[config.mk]
export PLATFORM = sky130hd
export DESIGN_NAME = json_string_unescape_utf8_check_core
export DESIGN_NICKNAME = d
export VERILOG_FILES = /design/src/jsu_pkg.sv /design/src/json_string_unescape_utf8_check_core.sv
export SDC_FILE = /design/constraint.sdc
export NUM_CORES = 1
export LEC_CHECK = 0
export ABC_AREA = 1
export ABC_CLOCK_PERIOD_IN_PS = 22900
export BUFFER_PORTS_ARGS = -buffer_cell sky130_fd_sc_hd__buf_2
export CORE_MARGIN = 2
export CORE_UTILIZATION = 40
export CTS_BUF_LIST = sky130_fd_sc_hd__clkbuf_16
export DETAILED_ROUTE_END_ITERATION = 7
export GPL_TIMING_DRIVEN = 0
export SLEW_MARGIN = 20
export SYNTH_ARGS = -nofsm -noshare
export SYNTH_HDL_FRONTEND = slang
export SYNTH_SLANG_ARGS = --single-unit
[constraint.sdc]
create_clock -name i_clk -period 22.9 [get_ports i_clk]
set_input_delay 3.435 -clock i_clk [delete_from_list [all_inputs] [get_ports i_clk]]
set_output_delay 3.435 -clock i_clk [all_outputs]
set_load 0.005 [all_outputs]
[src/jsu_pkg.sv]
// Package for the JSON string unescaper: codes, constants and the UTF-8 check step.
`default_nettype none
package jsu_pkg;

    // Result kinds
    localparam logic [1:0] KIND_BYTE = 2'd0;
    localparam logic [1:0] KIND_OK   = 2'd1;
    localparam logic [1:0] KIND_BAD  = 2'd2;

    // Most results one input word can cause
    localparam int unsigned MAX_RES = 4;

    // Characters of interest
    localparam logic [7:0] CH_QUOTE = 8'h22;
    localparam logic [7:0] CH_BSLASH = 8'h5C;
    localparam logic [7:0] CH_SLASH = 8'h2F;
    localparam logic [7:0] CH_B = 8'h62;
    localparam logic [7:0] CH_F = 8'h66;
    localparam logic [7:0] CH_N = 8'h6E;
    localparam logic [7:0] CH_R = 8'h72;
    localparam logic [7:0] CH_T = 8'h74;
    localparam logic [7:0] CH_U = 8'h75;
    localparam logic [7:0] CH_SPACE = 8'h20;

    // Allowed range of the next continuation byte
    localparam logic [2:0] RNG_ANY  = 3'd0;  // 80..BF
    localparam logic [2:0] RNG_A0BF = 3'd1;
    localparam logic [2:0] RNG_809F = 3'd2;
    localparam logic [2:0] RNG_90BF = 3'd3;
    localparam logic [2:0] RNG_808F = 3'd4;

    typedef struct packed {
        logic       ok;
        logic [1:0] pend;
        logic [2:0] rng;
    } t_utf8;

    typedef enum logic [1:0] {
        ACT_NONE,
        ACT_FAIL,
        ACT_CLOSE,
        ACT_EMIT
    } t_act;

    // One step of the strict UTF-8 validator
    function automatic t_utf8 utf8_step(input logic [1:0] pend, input logic [2:0] rng,
                                        input logic [7:0] b);
        t_utf8      r;
        logic [7:0] lo;
        logic [7:0] hi;
        r    = '{ok: 1'b0, pend: pend, rng: rng};
        lo   = 8'h80;
        hi   = 8'hBF;
        if (pend != 2'd0) begin
            case (rng)
                RNG_A0BF: lo = 8'hA0;
                RNG_809F: hi = 8'h9F;
                RNG_90BF: lo = 8'h90;
                RNG_808F: hi = 8'h8F;
                default:  lo = 8'h80;
            endcase
            if (b >= lo && b <= hi) begin
                r.ok   = 1'b1;
                r.pend = pend - 2'd1;
                r.rng  = RNG_ANY;
            end
        end else if (b < 8'h80) begin
            r.ok = 1'b1;
        end else if (b >= 8'hC2 && b <= 8'hDF) begin
            r = '{ok: 1'b1, pend: 2'd1, rng: RNG_ANY};
        end else if (b == 8'hE0) begin
            r = '{ok: 1'b1, pend: 2'd2, rng: RNG_A0BF};
        end else if (b == 8'hED) begin
            r = '{ok: 1'b1, pend: 2'd2, rng: RNG_809F};
        end else if (b >= 8'hE1 && b <= 8'hEF) begin
            r = '{ok: 1'b1, pend: 2'd2, rng: RNG_ANY};
        end else if (b == 8'hF0) begin
            r = '{ok: 1'b1, pend: 2'd3, rng: RNG_90BF};
        end else if (b >= 8'hF1 && b <= 8'hF3) begin
            r = '{ok: 1'b1, pend: 2'd3, rng: RNG_ANY};
        end else if (b == 8'hF4) begin
            r = '{ok: 1'b1, pend: 2'd3, rng: RNG_808F};
        end
        return r;
    endfunction

endpackage
`default_nettype wire

[src/json_string_unescape_utf8_check_core.sv]
// Top level: JSON string unescaper with strict UTF-8 checking of every emitted byte.
//
// Input channel (i_in_valid / o_in_ready) takes one raw byte of a JSON string
// literal per word, with i_first marking the opening quote and i_end_of_text the
// end of the text. Output channel (o_out_valid / i_out_ready) gives result words:
// a decoded UTF-8 byte (kind 0), literal closed and valid (kind 1) or malformed
// (kind 2); o_last marks the final result caused by one input word.
// Each accepted byte is decoded in the cycle it is accepted; its results sit in a
// four-entry result register and appear in the following cycle. Bytes causing one result
// or none stream at one per cycle while the receiver takes the results. A byte causing k
// results (a \uXXXX escape closing on a code point of k UTF-8 bytes) holds the input
// while the result register drains, one result per cycle while the receiver is ready.
// A new byte is taken in the cycle the last buffered result leaves, so while a
// result waits and the receiver stalls, the input is held as well.
// Reset (synchronous, active low) empties the result register and returns the
// parser to idle, awaiting an opening quote.
`default_nettype none
module json_string_unescape_utf8_check_core (
    input  wire logic       i_clk,
    input  wire logic       i_rst_n,
    input  wire logic       i_in_valid,
    output logic            o_in_ready,
    input  wire logic [7:0] i_in_byte,
    input  wire logic       i_first,
    input  wire logic       i_end_of_text,
    output logic            o_out_valid,
    input  wire logic       i_out_ready,
    output logic [7:0]      o_out_byte,
    output logic [1:0]      o_kind,
    output logic            o_last
);
    import jsu_pkg::*;

    typedef enum logic [2:0] {
        M_IDLE,
        M_BODY,
        M_ESC,
        M_HEXHI,
        M_WANTBS,
        M_WANTU,
        M_HEXLO
    } t_mode;

    // Parser state
    t_mode       r_mode,  n_mode;
    logic [15:0] r_acc,   n_acc;
    logic [1:0]  r_cnt,   n_cnt;
    logic [9:0]  r_hs,    n_hs;
    logic [1:0]  r_pend,  n_pend;
    logic [2:0]  r_rng,   n_rng;

    // Result register, drained from entry 0
    logic [7:0]  r_ob_byte [MAX_RES];
    logic [1:0]  r_ob_kind [MAX_RES];
    logic [2:0]  r_rem;

    // Decode outputs
    logic [7:0]  res_byte [MAX_RES];
    logic [1:0]  res_kind [MAX_RES];
    logic [2:0]  res_n;
    logic        res_fail;

    logic        eot;
    logic        hex_ok;
    logic [3:0]  hex_d;
    logic [15:0] acc_new;
    logic [20:0] cp;
    logic [7:0]  emit_b [MAX_RES];
    logic [2:0]  emit_k;
    logic        emit_cp;
    t_act        act;
    t_utf8       vs;
    logic [1:0]  v_pend;
    logic [2:0]  v_rng;
    logic        bad;
    logic        in_acc;
    logic        out_acc;

    assign in_acc     = i_in_valid && o_in_ready;
    assign out_acc    = o_out_valid && i_out_ready;
    assign o_out_valid = (r_rem != 3'd0);
    assign o_in_ready = (r_rem == 3'd0) || (i_out_ready && r_rem == 3'd1);
    assign o_out_byte = r_ob_byte[0];
    assign o_kind     = r_ob_kind[0];
    assign o_last     = (r_rem == 3'd1);

    assign eot = i_end_of_text || (i_in_byte == 8'h00);

    // Hex digit decode
    always_comb begin
        hex_ok = 1'b1;
        hex_d  = 4'd0;
        if (i_in_byte >= 8'h30 && i_in_byte <= 8'h39) begin
            hex_d = 4'(i_in_byte - 8'h30);
        end else if (i_in_byte >= 8'h61 && i_in_byte <= 8'h66) begin
            hex_d = 4'(i_in_byte - 8'h57);
        end else if (i_in_byte >= 8'h41 && i_in_byte <= 8'h46) begin
            hex_d = 4'(i_in_byte - 8'h37);
        end else begin
            hex_ok = 1'b0;
        end
    end

    assign acc_new = {r_acc[11:0], hex_d};

    // Parse step: next state and the bytes to emit
    always_comb begin
        n_mode  = r_mode;
        n_acc   = r_acc;
        n_cnt   = r_cnt;
        n_hs    = r_hs;
        n_pend  = r_pend;
        n_rng   = r_rng;
        act     = ACT_NONE;
        emit_k  = 3'd0;
        emit_cp = 1'b0;
        cp      = {5'd0, acc_new};
        for (int i = 0; i < MAX_RES; i++) begin
            emit_b[i] = 8'h00;
        end

        if (i_first) begin
            n_acc  = '0;
            n_cnt  = '0;
            n_hs   = '0;
            n_pend = '0;
            n_rng  = RNG_ANY;
            if (eot || i_in_byte != CH_QUOTE) begin
                act = ACT_FAIL;
            end else begin
                n_mode = M_BODY;
            end
        end else if (r_mode == M_IDLE) begin
            n_mode = M_IDLE;
        end else if (eot) begin
            act = ACT_FAIL;
        end else begin
            case (r_mode)
                M_BODY: begin
                    if (i_in_byte == CH_QUOTE) begin
                        act = (r_pend != 2'd0) ? ACT_FAIL : ACT_CLOSE;
                    end else if (i_in_byte < CH_SPACE) begin
                        act = ACT_FAIL;
                    end else if (i_in_byte == CH_BSLASH) begin
                        n_mode = M_ESC;
                    end else begin
                        act       = ACT_EMIT;
                        emit_b[0] = i_in_byte;
                        emit_k    = 3'd1;
                    end
                end
                M_ESC: begin
                    act    = ACT_EMIT;
                    emit_k = 3'd1;
                    n_mode = M_BODY;
                    case (i_in_byte)
                        CH_QUOTE, CH_BSLASH, CH_SLASH: emit_b[0] = i_in_byte;
                        CH_B: emit_b[0] = 8'h08;
                        CH_F: emit_b[0] = 8'h0C;
                        CH_N: emit_b[0] = 8'h0A;
                        CH_R: emit_b[0] = 8'h0D;
                        CH_T: emit_b[0] = 8'h09;
                        CH_U: begin
                            act    = ACT_NONE;
                            emit_k = 3'd0;
                            n_mode = M_HEXHI;
                            n_acc  = '0;
                            n_cnt  = '0;
                        end
                        default: begin
                            act    = ACT_FAIL;
                            emit_k = 3'd0;
                        end
                    endcase
                end
                M_HEXHI, M_HEXLO: begin
                    if (!hex_ok) begin
                        act = ACT_FAIL;
                    end else begin
                        n_acc = acc_new;
                        if (r_cnt == 2'd3) begin
                            n_cnt = 2'd0;
                            if (r_mode == M_HEXHI) begin
                                if (acc_new >= 16'hD800 && acc_new <= 16'hDBFF) begin
                                    // high surrogate: wait for its low half
                                    n_hs   = acc_new[9:0];
                                    n_mode = M_WANTBS;
                                end else if (acc_new >= 16'hDC00 && acc_new <= 16'hDFFF) begin
                                    act = ACT_FAIL;
                                end else if (acc_new == 16'h0000) begin
                                    act = ACT_FAIL;
                                end else begin
                                    emit_cp = 1'b1;
                                end
                            end else begin
                                if (acc_new < 16'hDC00 || acc_new > 16'hDFFF) begin
                                    act = ACT_FAIL;
                                end else begin
                                    cp      = 21'h10000 + {1'b0, r_hs, acc_new[9:0]};
                                    emit_cp = 1'b1;
                                end
                            end
                        end else begin
                            n_cnt = r_cnt + 2'd1;
                        end
                    end
                end
                M_WANTBS: begin
                    if (i_in_byte == CH_BSLASH) n_mode = M_WANTU;
                    else act = ACT_FAIL;
                end
                M_WANTU: begin
                    if (i_in_byte == CH_U) begin
                        n_mode = M_HEXLO;
                        n_acc  = '0;
                        n_cnt  = '0;
                    end else begin
                        act = ACT_FAIL;
                    end
                end
                default: n_mode = M_IDLE;
            endcase
        end

        // UTF-8 encode of an escaped code point
        if (emit_cp) begin
            act    = ACT_EMIT;
            n_mode = M_BODY;
            if (cp < 21'h80) begin
                emit_b[0] = cp[7:0];
                emit_k    = 3'd1;
            end else if (cp < 21'h800) begin
                emit_b[0] = {3'b110, cp[10:6]};
                emit_b[1] = {2'b10, cp[5:0]};
                emit_k    = 3'd2;
            end else if (cp < 21'h10000) begin
                emit_b[0] = {4'b1110, cp[15:12]};
                emit_b[1] = {2'b10, cp[11:6]};
                emit_b[2] = {2'b10, cp[5:0]};
                emit_k    = 3'd3;
            end else begin
                emit_b[0] = {5'b11110, cp[20:18]};
                emit_b[1] = {2'b10, cp[17:12]};
                emit_b[2] = {2'b10, cp[11:6]};
                emit_b[3] = {2'b10, cp[5:0]};
                emit_k    = 3'd4;
            end
        end
    end

    // Validator chain over the emitted bytes, then the result list
    always_comb begin
        v_pend   = r_pend;
        v_rng    = r_rng;
        bad      = 1'b0;
        res_n    = 3'd0;
        res_fail = 1'b0;
        vs       = '{ok: 1'b1, pend: r_pend, rng: r_rng};
        for (int i = 0; i < MAX_RES; i++) begin
            res_byte[i] = 8'h00;
            res_kind[i] = KIND_BYTE;
        end
        case (act)
            ACT_EMIT: begin
                for (int i = 0; i < MAX_RES; i++) begin
                    if (3'(i) < emit_k && !bad) begin
                        vs    = utf8_step(v_pend, v_rng, emit_b[i]);
                        res_n = 3'(i + 1);
                        if (vs.ok) begin
                            res_byte[i] = emit_b[i];
                            v_pend      = vs.pend;
                            v_rng       = vs.rng;
                        end else begin
                            res_kind[i] = KIND_BAD;
                            bad         = 1'b1;
                        end
                    end
                end
                res_fail = bad;
            end
            ACT_FAIL: begin
                res_kind[0] = KIND_BAD;
                res_n       = 3'd1;
                res_fail    = 1'b1;
            end
            ACT_CLOSE: begin
                res_kind[0] = KIND_OK;
                res_n       = 3'd1;
            end
            default: res_n = 3'd0;
        endcase
    end

    // State registers and result register
    always_ff @(posedge i_clk) begin
        if (!i_rst_n) begin
            r_mode <= M_IDLE;
            r_acc  <= '0;
            r_cnt  <= '0;
            r_hs   <= '0;
            r_pend <= '0;
            r_rng  <= RNG_ANY;
            r_rem  <= '0;
        end else begin
            if (in_acc) begin
                if (res_fail || act == ACT_CLOSE) begin
                    // literal over: clear and wait for the next one
                    r_mode <= M_IDLE;
                    r_acc  <= '0;
                    r_cnt  <= '0;
                    r_hs   <= '0;
                    r_pend <= '0;
                    r_rng  <= RNG_ANY;
                end else begin
                    r_mode <= n_mode;
                    r_acc  <= n_acc;
                    r_cnt  <= n_cnt;
                    r_hs   <= n_hs;
                    r_pend <= (act == ACT_EMIT) ? v_pend : n_pend;
                    r_rng  <= (act == ACT_EMIT) ? v_rng : n_rng;
                end
            end
            if (in_acc) begin
                r_rem <= res_n;
            end else if (out_acc) begin
                r_rem <= r_rem - 3'd1;
            end
        end
    end

    // Result payload: load on accept, shift on take
    always_ff @(posedge i_clk) begin
        if (in_acc) begin
            for (int i = 0; i < MAX_RES; i++) begin
                r_ob_byte[i] <= res_byte[i];
                r_ob_kind[i] <= res_kind[i];
            end
        end else if (out_acc) begin
            for (int i = 0; i < MAX_RES - 1; i++) begin
                r_ob_byte[i] <= r_ob_byte[i + 1];
                r_ob_kind[i] <= r_ob_kind[i + 1];
            end
        end
    end

    // Status words carry no byte and always end the list
    a_status_last: assert property (@(posedge i_clk) disable iff (!i_rst_n)
        (o_out_valid && o_kind != KIND_BYTE) |-> (o_last && o_out_byte == 8'h00))
        else $error("status word not last or carries a byte");

    // A malformed result leaves the parser idle and the validator clear
    a_fail_idle: assert property (@(posedge i_clk) disable iff (!i_rst_n)
        (in_acc && res_fail) |=> (r_mode == M_IDLE && r_pend == 2'd0))
        else $error("parser not idle after malformed");

    // Pending continuation bytes only inside a literal
    a_pend_mode: assert property (@(posedge i_clk) disable iff (!i_rst_n)
        (r_pend != 2'd0) |-> (r_mode != M_IDLE))
        else $error("continuation pending while idle");

    // Input is taken only when the result register will be free
    a_no_overrun: assert property (@(posedge i_clk) disable iff (!i_rst_n)
        (in_acc && o_out_valid) |-> (out_acc && o_last))
        else $error("result register overrun");

endmodule
`default_nettype wire
# After elaboration in Yosys (flattened, before gate mapping)
# Memory sizes are Yosys's and may differ from the RTL's.
# Cells that the tools add are included.
word_totals:
  reg_bits: 35
  mem_bits_rw: 40
  inputBits: 14
  out_inout_bits: 13
  word_cells: 484
  n_memories: 2
mem_list:
  columns: ["name", "words", "width", "read_ports", "rd_clocked_by_memory_dff", "wr", "line_no", "source"]
  rows:
  - ["r_ob_byte", 4, 8, 4, 0, 4, "json_string_unescape_utf8_check_core.sv:53", "logic [7:0] r_ob_byte [MAX_RES];"]
  - ["r_ob_kind", 4, 2, 4, 0, 4, "json_string_unescape_utf8_check_core.sv:54", "logic [1:0] r_ob_kind [MAX_RES];"]
op_classes:
  add_sub_neg: 10
  order_cmp: 56
  eq_ne: 68
  muxes: 274
  bitwise: 6
  reduce_logical: 61
op_table:
  columns: ["cell", "n"]
  rows:
  - ["8-bit 2-to-1 mux", 43]
  - ["6-bit 2-to-1 mux", 45]
  - ["21-bit 2-to-1 mux", 9]
  - ["8-bit == test (second input constant)", 16]
  - ["3-bit 2-to-1 mux", 38]
  - ["8-bit >= comparator (second input constant)", 12]
  - ["8-bit less-or-equal comparator (second input constant)", 12]
  - ["6-bit case mux with 2 select lines", 8]
  - ["10-bit 2-to-1 mux", 9]
  - ["2-bit 2-to-1 mux", 44]
  - ["12-bit 2-to-1 mux", 6]
  - ["32-bit 2-to-1 mux", 2]
  - ["8-bit by 7-bit == test with 1-bit output (second input constant)", 7]
  - ["6-bit inequality test (second input constant)", 9]
  - ["1-bit 2-to-1 mux", 49]
  - ["8-bit case mux with 6 select lines", 1]
  - ["16-bit >= comparator (second input constant)", 2]
  - ["8-bit >= comparator", 4]
  - ["16-bit less-or-equal comparator (second input constant)", 2]
  - ["8-bit less-or-equal comparator", 4]
  - ["8-bit < comparator (second input constant)", 4]
  - ["3-bit by 2-bit == test with 1-bit output (second input constant)", 10]
  - ["1-bit logical AND", 27]
  - ["24-bit 2-to-1 mux", 1]
  - ["57 further kinds", 111]

# Longest topological paths before layout
# Gate-level depths: netlist of the first run.
depth:
  word_depth: 80
  ltp_mapped: 61
  ltp_nobuf: 61

# Least setup slack after synthesis of the first run
# Ideal clock, no wire load.
synth_path:
  kind: "input port to flip-flop"
  start: "input i_in_byte[0]"
  end: "register r_acc[5]"
  setup_ps: 112
  arrival_time_ps: 10153
  path_slack_ps: 12636
  cell_stages: 57
  path_buffers: 2
  cell_sequence: "inv_1 ha_1 inv_1 nand2_1 nand2_1 nand2_1 nand2_2 nand2_2 o21ai_1 nand3_1 nand3_1 nand2_1 nand3_2 buf_6 nor2_1 a21boi_0 nand2_1 ha_1 [... 21 more ...] ha_1 or2_2 a21oi_1 nand3_1 xor2_1 ha_1 nor2_1 nand3_1 nand2_1 nand4_1 nand2_1 nand2_1 nand2_4 o211ai_2 and2_4 buf_6 nor2_1 nor2_1"
synth_between:
  elab_chain_len: 80
synth_rtl:
  columns: ["element", "line_no", "source"]
  rows:
  - ["from (decl)", "json_string_unescape_utf8_check_core.sv:23", "input wire logic [7:0] i_in_byte,"]
  - ["8-bit by 7-bit >= comparator with 1-bit output or 8-bit by 7-bit less-or-equal comparator with 1-bit output (tied branches)", "json_string_unescape_utf8_check_core.sv:97", "end else if (i_in_byte >= 8'h41 && i_in_byte <= 8'h46) begin"]
  - ["1-bit logical AND", "json_string_unescape_utf8_check_core.sv:97", null]
  - ["4-bit 2-to-1 mux", "json_string_unescape_utf8_check_core.sv:97", null]
  - ["4-bit 2-to-1 mux", "json_string_unescape_utf8_check_core.sv:95", "end else if (i_in_byte >= 8'h61 && i_in_byte <= 8'h66) begin"]
  - ["4-bit 2-to-1 mux", "json_string_unescape_utf8_check_core.sv:93", "if (i_in_byte >= 8'h30 && i_in_byte <= 8'h39) begin"]
  - ["16-bit < comparator or 16-bit > comparator (tied branches)", "json_string_unescape_utf8_check_core.sv:196", "if (acc_new < 16'hDC00 || acc_new > 16'hDFFF) begin"]
  - ["1-bit logical OR", "json_string_unescape_utf8_check_core.sv:196", null]
  - ["21-bit 2-to-1 mux", "json_string_unescape_utf8_check_core.sv:196", null]
  - ["[... 64 more ...]", null, null]
  - ["6-bit 2-to-1 mux", "json_string_unescape_utf8_check_core.sv:266", "if (3'(i) < emit_k && !bad) begin"]
  - ["6-bit 2-to-1 mux", "json_string_unescape_utf8_check_core.sv:263", "case (act)"]
  - ["1-bit 2-to-1 mux", "json_string_unescape_utf8_check_core.sv:269", "if (vs.ok) begin"]
  - ["1-bit 2-to-1 mux", "json_string_unescape_utf8_check_core.sv:266", null]
  - ["1-bit case mux with 2 select lines", "json_string_unescape_utf8_check_core.sv:263", null]
  - ["1-bit logical OR", "json_string_unescape_utf8_check_core.sv:306", "if (res_fail || act == ACT_CLOSE) begin"]
  - ["4-bit inequality test (no line), or another cell as far along", null, null]
  - ["6-bit AND reduction (no line)", null, null]
  - ["to (signal assigned)", "json_string_unescape_utf8_check_core.sv:316", "r_acc <= n_acc;"]
  - ["to (decl)", "json_string_unescape_utf8_check_core.sv:46", "logic [15:0] r_acc, n_acc;"]
# Parallel ways exist; a longest one is shown, timed or not. The select of a mux whose other input is x is not followed.
# A chain may end at the register's enable or synchronous reset.

# Worst setup path in the final report of the first run
layout_path:
  start: "input i_in_byte[0]"
  end: "register r_rng[1]"
layout_between:
  elab_chain_len: 80
layout_rtl:
  columns: ["element", "line_no", "source"]
  rows:
  - ["8-bit by 7-bit >= comparator with 1-bit output or 8-bit by 7-bit less-or-equal comparator with 1-bit output (tied branches)", "json_string_unescape_utf8_check_core.sv:97", null]
  - ["1-bit logical AND", "json_string_unescape_utf8_check_core.sv:97", null]
  - ["4-bit 2-to-1 mux", "json_string_unescape_utf8_check_core.sv:97", null]
  - ["4-bit 2-to-1 mux", "json_string_unescape_utf8_check_core.sv:95", null]
  - ["4-bit 2-to-1 mux", "json_string_unescape_utf8_check_core.sv:93", null]
  - ["16-bit < comparator or 16-bit > comparator (tied branches)", "json_string_unescape_utf8_check_core.sv:196", null]
  - ["1-bit logical OR", "json_string_unescape_utf8_check_core.sv:196", null]
  - ["21-bit 2-to-1 mux", "json_string_unescape_utf8_check_core.sv:196", null]
  - ["[... 64 more ...]", null, null]
  - ["6-bit 2-to-1 mux", "json_string_unescape_utf8_check_core.sv:266", null]
  - ["6-bit 2-to-1 mux", "json_string_unescape_utf8_check_core.sv:263", null]
  - ["1-bit 2-to-1 mux", "json_string_unescape_utf8_check_core.sv:269", null]
  - ["1-bit 2-to-1 mux", "json_string_unescape_utf8_check_core.sv:266", null]
  - ["1-bit case mux with 2 select lines", "json_string_unescape_utf8_check_core.sv:263", null]
  - ["1-bit logical OR", "json_string_unescape_utf8_check_core.sv:306", null]
  - ["3-bit nonzero test (no line)", null, null]
  - ["2-bit AND reduction (no line)", null, null]
  - ["to (signal assigned)", "json_string_unescape_utf8_check_core.sv:320", "r_rng <= (act == ACT_EMIT) ? v_rng : n_rng;"]
  - ["to (decl)", "json_string_unescape_utf8_check_core.sv:50", "logic [2:0] r_rng, n_rng;"]
# Parallel ways exist; a longest one is shown, timed or not. The select of a mux whose other input is x is not followed.

==> reports/metrics.cfg, run 1 <==
[synth]
synth-seq-cells=69
synth_fa_ha_area_frac=0.0649
synth_fp_nets=1041
synth_simple_gate_area_frac=0.427
synthMuxAreaShare=0.00177
synth_edf_count=34
ys.flop_type=dfxtp_1
synth_cells=994
avgSynthCellArea_um2=6.40
synth_cell_types=58
synth_area_um2=6360
async_reset_ff_frac=0
synth_top_family_by_area=simple AND/OR/NAND/NOR gates
yosysWarningCount=0
yosysTopAreaCell=edfxtp_1
synth_compound_area_frac=0.129
ys_seq_area_frac=0.271
synth_area_leaders=edfxtp_1 16%, nand2_1 13%, dfxtp_1 11%
synth_top_cell_area_share=0.161
synth_xor_area_frac=0.00413

[detailed_routing]
wl_per_cell_um=15.6
initialDrtViolationCount=493
drc=0
dr.pass1.iters=5
via_count=6565
wl_um=19600
antenna_left=0
vias_per_cell=5.24

[clocking]
cts_buffers=9
cts_tree=done
postCtsSetupRepairBufs=0
clk_latency_ps=350
clock-root-buffer=clkbuf_16
cts.sinks=69
cts_hold_buf=0
cts_resized=0
max-clock-path-buffers=2
htree_num_levels=3
path_clk_slew_ps=60

[power_and_ir_drop]
leakage_nw=3.18
p_clk_frac=0.189
p_per_area_nw_per_um2=102
power.share.combinational=0.509
p_int_mw=0.394
p_switching_mw=0.332
pwr-share-seq=0.302
ir_drop_v=0.0000504
switching_share=0.457

[timing]
final.period_utilization=0.529
skew_ps=9.44
timing.hold.ws_ps=488
tightest_slew_ps=748
grt_setup_unrepaired=no
slew_headroom=0.498
min_period_ps=12120
maxSlewViolCount=0
fin_setup_tns_ps=0
hold_viol=0
setup_violations=0
fmax_ghz=0.0825

[grt]
grt_pass1_vias=6136
grt_usage=0.242
grt_start_max_net_pins=26
antenna_found_initial=0
grt_pass1_wl_um=31700
grt_overflow=0

[floorplan]
die_h_um=130
rows=46
io_pins=27
die_area_um2=16900
initial_core_util=0.405
die_w_um=130
core_um2=15700

[cells_and_area]
area_delta_synth_final_pct=11.5
nets=1079
layout-drive-gt1-share=0.120
antenna_cells=0
fin_area_um2=7090
fillCellCount=1676

[setup_path]
cp_slowest_stage_delay_ps=600
arrival_ps=12350
crit_slowest_cell=o21ai_1
cp_common_cell=nand2_1
cp.required_ps=23140
cp-end-kind=flip-flop
cp_max_fo=10
startpoint_type=primary input
worst-setup-path-type=in -> reg

[worst_hold_path]
worstHoldPathType=reg -> reg

[placement]
gp_congestion=0.938
dp_hpwl_um=15600
dpl_cell_area_um2=6800
portBuffers=26

[run_status]
outcome=completed

[flow_run]
cap_violations=0

critical path, delay by kind of cell:
family | cells | cell delay (ps)
compound gates | 9 | 2150
xor+xnor | 1 | 230
fa+ha+maj | 5 | 1360
simple gates | 32 | 4120
buf+inv | 10 | 1050
state kept, by name, indices dropped and copies added (netlist names):
register   flops
r_rem          3
r_hs          10
r_ob_byte     29
r_mode         3
r_rng          3
r_pend         2
r_acc         12
r_cnt          2
r_ob_kind      5
path summary, 6_finish.rpt:
kind | startpoint | endpoint | slack, ps | cells past startpoint
worst min-delay path | r_cnt[1] | r_cnt[1] | 490 | 2
worst max register to register | r_cnt[0] | r_rng[1] | 14340 | 54
worst min register to register | r_cnt[1] | r_cnt[1] | 490 | 2
worst max-delay path | i_in_byte[0] | r_rng[1] | 10780 | 57
placed cells by master (no fill, tap or decap), types with 33 or more instances in the layout:
cell type,count
nand2_1,225
ha_1,33
buf_2,34
o21ai_0,52
edfxtp_1,34
inv_1,123
nand3_1,83
dfxtp_1,35
nand4_1,49
nor2_1,166
final cells by class:
type                            count  area, µm²  share of cell area
Buffer                             25        146              0.0206
Clock buffer                        9        225              0.0318
Clock inverter                      7       67.6             0.00953
Inverter                          135        507              0.0715
Multi-Input combinational cell    765       4000               0.564
Sequential cell                    69       1720               0.243
Tap cell                          216        270              0.0381
Timing Repair Buffer               27        158              0.0222
cell usage after synthesis (2+ instances only):
cell and count:
nand3_1 83, buf_6 5, a21o_1 2, clkinv_1 3
or2_2 3, o211ai_1 4, o21ai_2 5, o22ai_1 9
clkbuf_1 9, nor2_4 9, nand2_1 225, nand2_4 2
nand4_1 49, inv_2 10, nand2_2 18, edfxtp_1 34
xor2_1 3, inv_1 122, nor3_1 18, o21ai_1 11
o2111ai_1 3, a31oi_1 2, ha_1 33, buf_2 8
nor2_1 166, a21oi_1 30, dfxtp_1 35, a211oi_1 3
nand3_2 5, o21ai_0 53, nor2_2 5
power groups by stage:
stage	logic [mW]	clock network, mW	registers, mW
global route	0.417	0.145	0.226
global placement	0.355	0	0.223
floorplan	0.262	0	0.215
CTS	0.367	0.142	0.219
finish	0.370	0.138	0.220
detailed placement	0.365	0	0.222
stage by stage:
step / worst slack (ps) / utilization / cells / power [mW]
6_report: 10780 / 0.451 / 1253 / 0.727
5_1_grt: 10010 / 0.451 / 1253 / 0.787
4_1_cts: 10930 / 0.451 / 1253 / 0.728
3_5_place_dp: 10590 / 0.433 / 1237 / 0.587
3_3_place_gp: 10540 / 0.430 / 1236 / 0.578
2_1_floorplan: 12640 / - / 994 / 0.476
routing by layer:
| layer | wire, µm | track usage | vias up |
|---|---|---|---|
| li1 | - | - | 3380 |
| met1 | 9010 | 0.314 | 2974 |
| met2 | 9100 | 0.402 | 171 |
| met3 | 860 | 0.0410 | 40 |
| met4 | 606 | 0.0911 | 0 |
| met5 | 0 | 0 | - |
cells by family after synthesis:
group / Yosys count
AND/OR/NAND/NOR: 592
AO/OA/AOI/OAI: 136
buffers and inverters: 160
adder cells (fa/ha/maj): 33
flip-flops: 69
multiplexers: 1
XOR/XNOR: 3
Power figures use the tool's default switching activity.
==> inputs of run 2 (changes only) <==
--- a/config.mk
+++ b/config.mk
@@ -5,8 +5,8 @@
 export SDC_FILE = /design/constraint.sdc
 export NUM_CORES = 1
 export LEC_CHECK = 0
-export ABC_AREA = 1
-export ABC_CLOCK_PERIOD_IN_PS = 22900
+export ABC_AREA = 0
+export ABC_CLOCK_PERIOD_IN_PS = 12400
 export BUFFER_PORTS_ARGS = -buffer_cell sky130_fd_sc_hd__buf_2
 export CORE_MARGIN = 2
 export CORE_UTILIZATION = 40
==> constraint.sdc (replaced) <==
create_clock -name i_clk -period 12.4 [get_ports i_clk]
set_input_delay 1.86 -clock i_clk [delete_from_list [all_inputs] [get_ports i_clk]]
set_output_delay 1.86 -clock i_clk [all_outputs]
set_load 0.005 [all_outputs]
==> run 2 against run 1 <==
Against the previous run:
- largest cell class unchanged
- critical path type unchanged
- sequential share of layout area is 0.57 points higher
- die area is 3.4% lower
- hold slack hardly changed
- final cell count is 22% lower
==> reports/metrics.cfg, run 2 <==
[floorplan]
rows=45  ; -2.2%
io_pins=27  ; unchanged
die_w_um=128  ; -1.7%
initial_core_util=0.407  ; +0.00187
die_area_um2=16300  ; -3.4%
core_um2=15100  ; -4.0%
die_h_um=128  ; -1.7%

[setup_path]
cp_slowest_stage_delay_ps=560  ; -40 ps
arrival_ps=12100  ; -250 ps
startpoint_type=primary input
cp_common_cell=ha_1
cp.required_ps=12690  ; -10,450 ps
r2r_end=r_acc[7]
reg2reg_from=r_acc[9]
reg2regPathDepth=44  ; -19%
cp_max_fo=10  ; unchanged
worst-setup-path-type=in -> reg
worst-path-buf-inv=9  ; -1
crit_family=simple AND/OR/NAND/NOR gates
r2r_slack_ps=2230  ; -12,110 ps
path_depth=49  ; -14%
cp-end-kind=flip-flop
crit_slowest_cell=or4_1

[cells_and_area]
nets=827  ; -23%
area_delta_synth_final_pct=12.9
instances_no_fill=973  ; -22%
final_cell_mix=91 x nand2_1, 63 x nor2_1, 46 x o21ai_0
final_util=0.459  ; +0.00786
fillCellCount=1541  ; -8.1%
reg_top3=r_ob_byte (29), r_acc (12), r_hs (10)
largest_reg_flops=29  ; unchanged
layout-drive-gt1-share=0.153  ; +0.0333
final_common_cell=nand2_1
antenna_cells=0  ; unchanged
multiInputGateArea_um2=4180  ; +4.5%
register_area_um2=1720  ; unchanged
largest-register=r_ob_byte

[detailed_routing]
initialDrtViolationCount=457  ; -7.3%
antenna_left=0  ; unchanged
drc=0  ; unchanged
via_count=6187  ; -5.8%
wl_per_cell_um=20.5  ; +31%
dr.pass1.iters=5  ; unchanged
wl_um=19900  ; +1.8%
vias_per_cell=6.36  ; +21%

[worst_hold_path]
worstHoldEndpoint=r_cnt[0]
min_from=r_cnt[0]
worstHoldPathType=reg -> reg
hold_path_depth=1  ; -1

[grt]
grt_usage=0.249  ; +0.00780
antenna_found_initial=1  ; +1
grt_pass1_vias=5811  ; -5.3%
grt_pass1_wl_um=31800  ; +0.57%
grt_start_max_net_pins=30  ; +15%
grt_overflow=0  ; unchanged

[clocking]
path_clk_slew_ps=60  ; about the same
cts_tree=done
clock-root-buffer=clkbuf_16
max-clock-path-buffers=2  ; unchanged
cts_buffers=9  ; unchanged
cts_hold_buf=0  ; unchanged
htree_num_levels=3  ; unchanged
cts.sinks=69  ; unchanged
clk_latency_ps=350  ; about the same

[flow_run]
cap_violations=0  ; unchanged

[synth]
synth_area_leaders=edfxtp_1 17%, dfxtp_1 11%, ha_1 6.7%
synth_area_um2=6140  ; -3.5%
avgSynthCellArea_um2=8.29  ; +30%
async_reset_ff_frac=0  ; unchanged
yosysWarningCount=0  ; unchanged
synth_cells=740  ; -26%
yosysMostFrequentCell=nand2_1
ys_seq_area_frac=0.281  ; +0.00988
ys.flop_type=dfxtp_1
synth_fp_nets=787  ; -24%
synth_edf_count=34  ; unchanged
synth-seq-cells=69  ; unchanged
synth_top_cell_area_share=0.166  ; +0.00586
yosysTopAreaCell=edfxtp_1
synth_cell_types=103  ; +78%
synth_commonest_cells=91 x nand2_1, 63 x nor2_1, 49 x o21ai_0

[timing]
min_period_ps=11810
fin_setup_tns_ps=0  ; unchanged
grt_setup_unrepaired=no
timing.hold.ws_ps=488  ; +0.395 ps
final.period_utilization=0.952
slew_headroom=0.311  ; -0.187
hold_viol=0  ; unchanged
fmax_ghz=0.0847
tightest_slew_ps=1030  ; +284 ps
maxSlewViolCount=0  ; unchanged
setup_violations=0  ; unchanged
skew_ps=8.29  ; -1.15 ps

[power_and_ir_drop]
ir_drop_v=0.0000587  ; +17%
leakage_nw=2.64  ; -17%
total_power_mw=0.756  ; +3.9%
p_per_area_nw_per_um2=109  ; +6.4%

[run_status]
outcome=completed

[placement]
portBuffers=23  ; -12%
dp_hpwl_um=15500  ; -0.92%
dp.cells=951  ; -23%
gp_congestion=0.978  ; +4.2%

==> run 2: cell count changes after synthesis, sizes merged, moves of 11 or more <==
cell / change
and2: +11
nand3: -66
nand2b: +14
nand4: -39
nand2: -153
a22o: +31
nor2: -118
o21ai: -16
inv: -102
==> run 2: worst max path at each step <==
stage,from,to,slack (ps)
final,i_in_byte[0],r_acc[7],590
after global routing,i_in_byte[0],r_cnt[1],4
after floorplan,i_in_byte[0],r_acc[0],1510
after CTS,i_in_byte[0],r_acc[7],40
after global placement,i_in_byte[0],r_acc[5],-1140
after detailed placement,i_in_byte[0],r_acc[7],-1310
==> run 2: power by group <==
part	internal, mW	total, mW	switching, mW
Combinational	0.0568	0.171	0.115
Clock	0.156	0.264	0.108
Sequential	0.305	0.320	0.0143
Total	0.518	0.756	0.237
==> run 2: cell type report <==
| class | count | share of cell area |
|---|---|---|
| Sequential cell | 69 | 0.248 |
| Inverter | 31 | 0.0168 |
| Buffer | 39 | 0.0300 |
| Multi-Input combinational cell | 601 | 0.603 |
| Tap cell | 188 | 0.0339 |
| Timing Repair Buffer | 29 | 0.0249 |
| Clock buffer | 9 | 0.0325 |
| Clock inverter | 7 | 0.0108 |
==> run 2: kinds of logic after synthesis <==
family	count (synthesis)	share of synthesized area
simple gates	310	0.272
compound gates	243	0.305
buf+inv	70	0.0520
flops	69	0.281
fa+ha+maj	33	0.0673
xor+xnor	10	0.0155
mux	5	0.00816
==> run 2: repair_timing <==
action,in CTS,in global routing
setup endpoints to repair,39,39
buffers inserted,0,6
gates resized for setup,7,15
pin swaps,1,6
==> run 2: per-layer routing <==
layer | global-route usage | routed length (µm) | vias up
met5 | 0 | 17 | -
met4 | 0.101 | 713 | 2
met3 | 0.0626 | 1400 | 43
met2 | 0.395 | 9160 | 249
met1 | 0.326 | 8640 | 2984
li1 | - | - | 2909
==> run 2: through the flow <==
| step | setup WS [ps] | cell area, µm² |
|---|---|---|
| after floorplan | 1510 | 6140 |
| after global placement | -1140 | 6490 |
| after detailed placement | -1310 | 6490 |
| after CTS | 42.8 | 6820 |
| after global routing | 4.38 | 6930 |
| final | 593 | 6930 |
==> inputs of run 3 (changes only) <==
--- a/config.mk
+++ b/config.mk
@@ -9,10 +9,11 @@
 export ABC_CLOCK_PERIOD_IN_PS = 12400
 export BUFFER_PORTS_ARGS = -buffer_cell sky130_fd_sc_hd__buf_2
 export CORE_MARGIN = 2
-export CORE_UTILIZATION = 40
+export CORE_UTILIZATION = 55
 export CTS_BUF_LIST = sky130_fd_sc_hd__clkbuf_16
 export DETAILED_ROUTE_END_ITERATION = 7
 export GPL_TIMING_DRIVEN = 0
+export PLACE_DENSITY = 0.71
 export SLEW_MARGIN = 20
 export SYNTH_ARGS = -nofsm -noshare
 export SYNTH_HDL_FRONTEND = slang
==> run 3 against run 2 <==
Against the previous run:
- die area down 26%
- setup slack improved by 120 ps
- sequential share of layout area rose by 0.27 points
- total power is 4.3% higher
- critical path depth decreased by 2
- first-iteration DRC count rose by 52%
==> reports/metrics.cfg, run 3 (same netlist as run 2, synthesis figures left out) <==
[cells_and_area]
nets=825  ; -0.24%
largest-register=r_ob_byte
final_common_cell=nand2_1
area_delta_synth_final_pct=11.7
largest_reg_flops=29  ; unchanged
layout-drive-gt1-share=0.148  ; -0.00472
reg_top3=r_ob_byte (29), r_acc (12), r_hs (10)
fillCellCount=981  ; -36%
final_cell_mix=91 x nand2_1, 63 x nor2_1, 47 x o21ai_0
antenna_cells=0  ; unchanged

[setup_path]
cp-end-kind=flip-flop
worst-setup-path-type=in -> reg
cp.required_ps=12690  ; about the same
arrival_ps=11980  ; -120 ps
cp_common_cell=ha_1
crit_slowest_cell=nor4b_4
cp_slowest_stage_delay_ps=680  ; +120 ps
cp_max_fo=19  ; +9
startpoint_type=primary input
reg2regPathDepth=37  ; -16%

[detailed_routing]
dr.pass1.iters=5  ; unchanged
via_count=6197  ; +0.16%
vias_per_cell=6.71  ; +5.6%
initialDrtViolationCount=693  ; +52%
drc=0  ; unchanged
wl_per_cell_um=21.0  ; +2.4%
antenna_left=0  ; unchanged
wl_um=19400  ; -2.9%

[grt]
grt_pass1_vias=5685  ; -2.2%
grt_usage=0.333  ; +0.0836
grt_overflow=0  ; unchanged
antenna_found_initial=0  ; -1
grt_start_max_net_pins=30  ; unchanged
grt_pass1_wl_um=30500  ; -4.3%

[timing]
skew_ps=9.70  ; +1.41 ps
post-route-worst-setup-slack_ps=714  ; +120 ps
slew_headroom=0.274  ; -0.0369
final.period_utilization=0.942  ; -0.00971
tightest_slew_ps=1090  ; +55.2 ps
maxSlewViolCount=0  ; unchanged
fmax_ghz=0.0856  ; +1.0%
grt_setup_unrepaired=no
hold_viol=0  ; unchanged
setup_violations=0  ; unchanged
min_period_ps=11690  ; -120 ps

[clocking]
clock-root-buffer=clkbuf_16
clk_latency_ps=360  ; about the same
cts_tree=done
max-clock-path-buffers=2  ; unchanged
htree_num_levels=3  ; unchanged
cts.sinks=69  ; unchanged
cts_buffers=9  ; unchanged
path_clk_slew_ps=60  ; about the same

[floorplan]
die_w_um=110  ; -14%
rows=38  ; -16%
core_um2=10800  ; -28%
initial_core_util=0.566  ; +0.159
io_pins=27  ; unchanged
die_area_um2=12000  ; -26%
die_h_um=110  ; -14%

[power_and_ir_drop]
ir_drop_v=0.000173  ; +190%
p_per_area_nw_per_um2=115  ; +5.4%
total_power_mw=0.788  ; +4.3%
leakage_nw=2.64  ; +0.13%

[flow_run]
cap_violations=0  ; unchanged

[placement]
dpl_worst_slack_ps=-1100  ; +212 ps
portBuffers=23  ; unchanged
gp_congestion=0.970  ; -0.84%
dp_hpwl_um=14700  ; -5.2%

[worst_hold_path]
worstHoldPathType=reg -> reg
hold_path_depth=1  ; unchanged

[run_status]
outcome=completed

run 3: worst paths after layout:
kind                      from        to  slack [ps]
hold / removal        r_cnt[1]  r_cnt[1]         490
setup reg to reg     r_mode[2]   r_hs[7]        2220
setup / recovery  i_in_byte[0]   r_hs[7]         710
hold reg to reg       r_cnt[1]  r_cnt[1]         490
run 3: routing by layer:
metal	global-route usage	part of all wire	vias up
met3	0.0516	0.093	39
met1	0.468	0.43	2945
met2	0.513	0.45	304
met5	0	0	-
met4	0.127	0.024	0
li1	-	-	2909
run 3: final cells by class:
cell class                      count  area (µm²)  share of cell area
Multi-Input combinational cell    601        4170               0.608
Sequential cell                    69        1720               0.251
Clock buffer                        9         225              0.0329
Buffer                             38         200              0.0292
Tap cell                          140         175              0.0256
Timing Repair Buffer               28         153              0.0223
Inverter                           31         116              0.0170
Clock inverter                      7        97.6              0.0142
run 3: what timing repair did:
item	in CTS	in global routing
pin swaps	2	3
setup buffers	1	4
hold buffers	0	0
setup endpoints to repair	32	33
resized for setup	3	14
run 3: power by group:
| part | internal (mW) | switching [mW] | leakage (nW) |
|---|---|---|---|
| logic | 0.0575 | 0.120 | 1.86 |
| clock network | 0.177 | 0.112 | 0.154 |
| registers | 0.306 | 0.0159 | 0.628 |
| total | 0.540 | 0.248 | 2.64 |
run 3: metrics by stage:
| stage | hold slack (ps) | TNS, ps | instances | instance area, µm² | util |
|---|---|---|---|---|---|
| final | 493 | 0 | 923 | 6860 | 0.632 |
| after CTS | 493 | 0 | 920 | 6770 | 0.625 |
| after global routing | 530 | 0 | 923 | 6860 | 0.632 |
| after detailed placement | 474 | -32290 | 903 | 6430 | 0.593 |
| after floorplan | 449 | 0 | 740 | 6140 | - |
| after global placement | 467 | -23060 | 903 | 6430 | 0.593 |
run 3: critical path, delay by kind of cell:
kind                     cells  cell delay, ps
XOR/XNOR                     1             190
adder cells (fa/ha/maj)      5            1420
AO/OA/AOI/OAI               13            2690
buffers and inverters        6            1090
AND/OR/NAND/NOR             22            4710
